<file path="config.mk">
export PLATFORM = sky130hd
export DESIGN_NAME = imm_mac
export DESIGN_NICKNAME = d
export VERILOG_FILES = /design/src/design/integer_matrix_multiply_top_macros.svh /design/src/design/imm_pkg.sv /design/src/design/imm_mac.sv
export SDC_FILE = /design/constraint.sdc
export NUM_CORES = 1
export LEC_CHECK = 0
export BUFFER_PORTS_ARGS = -buffer_cell sky130_fd_sc_hd__clkbuf_2
export CAP_MARGIN = 5
export CORE_MARGIN = 5
export CORE_UTILIZATION = 25
export CTS_CLUSTER_SIZE = 14
export DETAILED_ROUTE_END_ITERATION = 8
export PLACE_DENSITY = 0.43
export RECOVER_POWER = 50
export SLEW_MARGIN = 20
export SYNTH_ARGS = -nofsm -noshare
export SYNTH_HDL_FRONTEND = slang
export SYNTH_SLANG_ARGS = --single-unit
</file>
<file path="constraint.sdc">
create_clock -name clk -period 2.95 [get_ports clk]
set_clock_uncertainty 0.15 [all_clocks]
set_input_delay 0.295 -clock clk [delete_from_list [all_inputs] [get_ports clk]]
set_output_delay 0.295 -clock clk [all_outputs]
set_load 0.005 [all_outputs]
</file>
<file path="src/design/integer_matrix_multiply_top_macros.svh">
// Assertion macros used by the integer matrix multiply controller.
`ifndef INTEGER_MATRIX_MULTIPLY_TOP_MACROS_SVH
`define INTEGER_MATRIX_MULTIPLY_TOP_MACROS_SVH

`ifndef SYNTHESIS

// The condition holds at every clock edge outside reset.
`define IMM_ASSERT(label, cond, msg) \
    label: assert property (@(posedge clk) disable iff (!rst_n) (cond)) else $error(msg);

// The first condition is followed in the next cycle by the second.
`define IMM_ASSERT_NEXT(label, pre, post, msg) \
    label: assert property (@(posedge clk) disable iff (!rst_n) (pre) |=> (post)) \
        else $error(msg);

`else

`define IMM_ASSERT(label, cond, msg)
`define IMM_ASSERT_NEXT(label, pre, post, msg)

`endif

`endif

</file>
<file path="src/design/imm_pkg.sv">
// Types, codes and helper functions of the integer matrix multiply block.
package imm_pkg;

    localparam int MAX_DIM_DEFAULT = 64;

    localparam int IDX_W   = 6;
    localparam int DATA_W  = 32;
    localparam int CFG_W   = 7;
    localparam int CFG_IDX_W = 2;

    localparam logic [1:0] CMD_WRITE_A = 2'd0;
    localparam logic [1:0] CMD_WRITE_B = 2'd1;
    localparam logic [1:0] CMD_COMPUTE = 2'd2;

    localparam logic [CFG_IDX_W-1:0] CFG_ROW_COUNT   = 2'd0;
    localparam logic [CFG_IDX_W-1:0] CFG_COL_COUNT   = 2'd1;
    localparam logic [CFG_IDX_W-1:0] CFG_INNER_COUNT = 2'd2;

    typedef struct packed {
        logic [1:0]              command;
        logic [IDX_W-1:0]        row_index;
        logic [IDX_W-1:0]        col_index;
        logic signed [DATA_W-1:0] element_value;
    } cmd_word_t;

    typedef struct packed {
        logic [IDX_W-1:0]        out_row;
        logic [IDX_W-1:0]        out_col;
        logic signed [DATA_W-1:0] product_sum;
        logic                    last_of_row;
    } res_word_t;

    // Tag that travels with each pair of store reads through the MAC pipeline.
    typedef struct packed {
        logic valid;
        logic first;
        logic last;
    } mac_tag_t;

    typedef struct packed {
        logic              done;
        logic [DATA_W-1:0] sum;
    } mac_res_t;

    // Size registers take 0 as 1 and anything above the limit as the limit.
    function automatic logic [CFG_W-1:0] clamp_size(input logic [CFG_W-1:0] value,
                                                    input logic [CFG_W-1:0] limit);
        logic [CFG_W-1:0] v;
        v = value;
        if (v == '0)
        begin
            v = CFG_W'(1);
        end
        if (v > limit)
        begin
            v = limit;
        end
        return v;
    endfunction

endpackage

</file>
<file path="src/design/imm_mac.sv">
// Multiply-accumulate pipeline fed by the A and B store read ports.
module imm_mac (
    input  logic                         clk,
    input  logic                         rst_n,
    input  imm_pkg::mac_tag_t            tag_in,
    input  logic [imm_pkg::DATA_W-1:0]   a_data,
    input  logic [imm_pkg::DATA_W-1:0]   b_data,
    input  logic                         acc_clr,
    output imm_pkg::mac_res_t            mac_res
);

    import imm_pkg::*;

    mac_tag_t          s1_tag_reg;
    mac_tag_t          s2_tag_reg;
    logic [DATA_W-1:0] prod_reg;
    logic [DATA_W-1:0] acc_reg;
    logic              done_reg;

    // s1 lines up with the registered RAM data, s2 with the product register.
    always_ff @(posedge clk or negedge rst_n)
    begin
        if (!rst_n)
        begin
            s1_tag_reg <= '0;
            s2_tag_reg <= '0;
            done_reg   <= 1'b0;
        end
        else
        begin
            s1_tag_reg <= tag_in;
            s2_tag_reg <= s1_tag_reg;
            if (acc_clr)
            begin
                done_reg <= 1'b0;
            end
            else if (s2_tag_reg.valid && s2_tag_reg.last)
            begin
                done_reg <= 1'b1;
            end
        end
    end

    // Only the low 32 bits of the product matter, so signedness drops out.
    always_ff @(posedge clk)
    begin
        if (s1_tag_reg.valid)
        begin
            prod_reg <= DATA_W'(a_data * b_data);
        end
        if (s2_tag_reg.valid)
        begin
            acc_reg <= s2_tag_reg.first ? prod_reg : DATA_W'(acc_reg + prod_reg);
        end
    end

    assign mac_res.done = done_reg;
    assign mac_res.sum  = acc_reg;

endmodule

</file>
After elaboration in Yosys (flattened, before gate mapping)
Index checks and enable logic that the tools add are counted.
{"block": "classes", "eq_ne": 0, "mul": 1, "n_addsub": 1, "order_cmp": 0, "n_reduce_logical": 2, "n_div": 0, "bitwise": 0, "n_shift": 0, "muxes": 3}
{"operator": "$add A32 B32 Y32", "n": 1}
{"operator": "$mul A32 B32 Y32", "n": 1}
{"operator": "$mux W32", "n": 1}
{"operator": "$mux W1", "n": 2}
{"operator": "$reduce_bool A2 Y1", "n": 1}
{"operator": "$logic_and A1 B1 Y1", "n": 1}
{"block": "totals", "latch_bits": 0, "regBits": 71, "in_bits": 70, "memories": 0, "mem_bits_rw": 0, "out_inout_bits": 33, "mem_bits_ro": 0, "word_cells": 16}

Longest topological paths before layout
{"block": "depth", "depth_word": 3, "ltp_mapped": 27, "mapped_depth_nobuf": 25}

Worst setup path after synthesis
No wires, ideal clock.
{"block": "synth_path", "path_type": "input-to-reg", "from": "input b_data[2] in the netlist's numbering", "to": "register prod_reg[29], data pin", "arrival_ns": 6.467, "path_slack_ns": -3.933, "required_time_ns": 2.534, "path_stages": 24, "setup_time_ns": 0.266, "path_buffers": 2, "path_cell_list": "clkbuf_1 -> clkbuf_1 -> and2_1 -> fa_1 -> inv_1 -> fa_1 -> fa_1 -> fa_1 -> inv_1 -> fa_1 -> inv_1 -> fa_1 -> inv_1 -> fa_1 -> fa_1 -> ha_1 -> o21ai_0 -> nand2b_1 -> and3_1 -> a221oi_4 -> o21ai_2 -> o41a_1 -> nor4_1 -> a211oi_1"}
{"block": "synth_between", "elab_chain_len": 1}
{"item": "start: declaration", "line_no": "imm_mac.sv:7", "text": "input logic [imm_pkg::DATA_W-1:0] b_data,"}
{"item": "$mul A32 B32 Y32", "line_no": "imm_mac.sv:49", "text": "prod_reg <= DATA_W'(a_data * b_data);"}
{"item": "end signal: assignment", "line_no": "imm_mac.sv:49"}
{"item": "end: declaration", "line_no": "imm_mac.sv:16", "text": "logic [DATA_W-1:0] prod_reg;"}
Every way passes these cells.
A chain may end at the register's enable or synchronous reset.

Worst setup path after layout
Same ends and word-level chain as after synthesis.

==> flow_summary_export.csv <==
group,metric,value,unit
clocking,h-tree-depth,3,
final_layout,antenna_cells,0,
place,placedCellCount,3467,
sta,worst_slack,-3.599,ns
setup_path,crit_family,"adder cells",
setup_path,critical_path.max_stage_delay,0.59,ns
logic_synthesis,synth_seq_cells,71,
logic_synthesis,synth_top_flop_cell,"edfxtp_1",
sta,hold_slack,0.1971,ns
clocking,numClockSinks,71,
grt,antenna_found_initial,1,
place,place_congestion,0.8560,
floorplan,start_util,25.06,%
grt,grt.total_usage,14.83,%
logic_synthesis,avgSynthCellArea,9.358,um^2
floorplan,core,78610,um^2
clocking,tritoncts,"done",
routing,first_iter_violations,602,
floorplan,die_area,84510,um^2
clocking,cts_buffers,9,
sta,fmax,0.1527,GHz
sta,fin_crit,6.549,ns
logic_synthesis,netlist_instances,2105,
setup_path,crit_fanout,8,
outcome,violations,"max-capacitance violations, max-slew violations, negative setup slack",
flow_run,maxCapViolations,1,
grt,use_met2,26.17,%
final_layout,n_fill_cell,8149,
outcome,status,"complete, but fails checks",
sta,relSlewSlack,-25.18,%
grt,busiest_layer,"met2",
setup_path,critPathBufInv,7,
hold_path,hold_class,"in -> async",
place,dp_hpwl,53430,um
clocking,clock_path_buffers,2,
final_layout,nets,3122,
final_layout,drive_gt1_share,26.98,%
clocking,root_buffer,"clkbuf_16",
routing,drtAntennaViolNets,0,
setup_path,cp.arrival,6.51,ns
setup_path,crit_path_top_delay_cell,"fa_1",
place,portBuffers,102,
final_layout,instances_no_fill,3544,
sta,fin_crit_sh,222.0,%
floorplan,die_h,290.7,um
logic_synthesis,ys_async_sr_fraction,9.859,%
sta,rsz0062_at_grt,"true",
routing,viasPerCell,4.271,
logic_synthesis,syn_area,19700,um^2
grt,groute.layer.met1.usage,19.78,%
logic_synthesis,ys_types,65,
grt,grt_max_degree,34,
routing,routed_wl,61870,um
routing,wl_per_cell,17.46,um
logic_synthesis,yosysSeqAreaShare,10.65,%
sta,final_max_slew_viol_count,34,
routing,via_count,15140,
grt,first_global_vias,17060,
logic_synthesis,synth-edff-count,64,
final_layout,area_growth,31.91,%
sta,tightest_slew,1.878,ns
setup_path,worst_setup_path_end_kind,"register",
sta,setup_viol,30,
routing,drcViolationCount,0,
floorplan,rows,103,
clocking,insertion_delay,0.36,ns
grt,grt_pass1_wl,98860,um
floorplan,boundaryPins,103,
place,pre_cts_ws,-4.291,ns
floorplan,fp.dieW,290.7,um
clocking,clk_pin_slew_worst_paths,0.06,ns
setup_path,worstSetupStartpointType,"input pin",
routing,drtPass1Iterations,5,
grt,grt_overflow,0,
setup_path,cpMostUsedCell,"fa_1",
setup_path,crit_required,2.91,ns
sta,hold_viol,0,
grt,met3_usage,1.314,%
setup_path,crit_type,"in -> reg",
logic_synthesis,ys_warn_count,0,
logic_synthesis,syn_nets,2738,
## stage by stage
stage / cell area, um^2 / util [%] / TNS [ns]
floorplan: 20140 / - / -74.67
global placement: 23910 / 30.42 / -92.41
detailed placement: 23910 / 30.42 / -93.64
CTS: 25610 / 32.58 / -74.20
global route: 25980 / 33.05 / -80.77
finish: 25980 / 33.05 / -75.62
## synth_stat cells, drive strengths merged (3+ instances only)
cell	number	area, um^2
a21oi	40	207.7
nand2b	13	81.33
and4	3	28.78
or3	3	18.77
nor2b	6	37.54
o211ai	3	22.52
nor4	3	18.77
edfxtp	64	1922
mux2	4	45.04
o31ai	7	62.56
o21a	9	67.56
nor2	29	108.9
o21ai	49	249.0
and3	8	50.05
nor4b	3	32.53
xnor2	79	691.9
nand2	301	1130
a21o	17	127.6
and2	272	1704
a211o	3	26.28
ha	154	1927
nor3	6	30.03
nor3b	4	30.03
inv	408	1531
a211oi	11	92.58
clkbuf	96	360.4
xor2	26	227.7
dfrtp	7	175.2
a31oi	9	56.30
fa	409	8188
nand4	5	31.28
o21bai	12	90.09
nand3	17	90.09
## cell usage in the layout (no fill, tap or decap), types with 14 or more instances in the layout
cell type  netlist  final
xor2_1          26     24
nand3_1         16     15
and2_1         271    259
nor2_1          29     27
buf_4            1    298
buf_12           0     19
inv_1          408    391
edfxtp_1        64     64
ha_1           154    112
nand2_1        301    296
a21o_1          17     17
clkbuf_2         0     74
fa_1           409    377
xnor2_1         79     72
ha_4             0     38
o21ai_0         44     26
fa_2             0     32
inv_2            0     17
buf_6            0     36
a21oi_1         38     23
o21ai_2          1     14
## path summary, 6_finish.rpt
path,cells after the start,slack (ns),end,startpoint
setup / recovery,26,-3.60,prod_reg[29],b_data[2]
hold / removal,2,0.20,s1_tag_reg[2],rst_n
setup reg to reg,12,-0.12,acc_reg[30],acc_reg[0]
hold reg to reg,0,0.22,s2_tag_reg[1],s1_tag_reg[1]
max in group asynchronous,2,2.17,s2_tag_reg[1],rst_n
min in group clk,0,0.22,s2_tag_reg[1],s1_tag_reg[1]
## repair_timing
action                     4_1_cts  5_1_grt
hold endpoints to repair        11        0
buffers inserted                44       19
cloned                           1        0
hold buffers                     5        0
gates resized for setup        211       82
pin swaps                      144       83
setup endpoints to repair       42       43
## final cells by class
| cell class | instances | area (um^2) | area share, % |
|---|---|---|---|
| clock buffer | 9 | 225.2 | 0.8667 |
| tap | 1050 | 1314 | 5.056 |
| timing repair buffer | 471 | 3923 | 15.10 |
| inverter | 408 | 1531 | 5.894 |
| clock inverter | 7 | 71.32 | 0.2745 |
| multi-input combinational | 1528 | 16820 | 64.74 |
| sequential | 71 | 2098 | 8.075 |
## layer usage
layer	part of all wire, %	routed length [um]
met1	45	27980
met2	50	30760
met3	2.8	1730
met4	2.3	1399
met5	0	0
## logic make-up after synthesis
group | after synthesis | synth area share, %
AND/OR/NAND/NOR | 677 | 17.38
adder cells (fa/ha/maj) | 563 | 51.35
buffers and inverters | 506 | 9.667
AO/OA/AOI/OAI | 178 | 6.009
XOR/XNOR | 105 | 4.668
flip-flops | 71 | 10.65
multiplexers | 5 | 0.2795
Power is not shown: default switching activity piles up to over one toggle a cycle in this logic, so the estimate is an artifact.
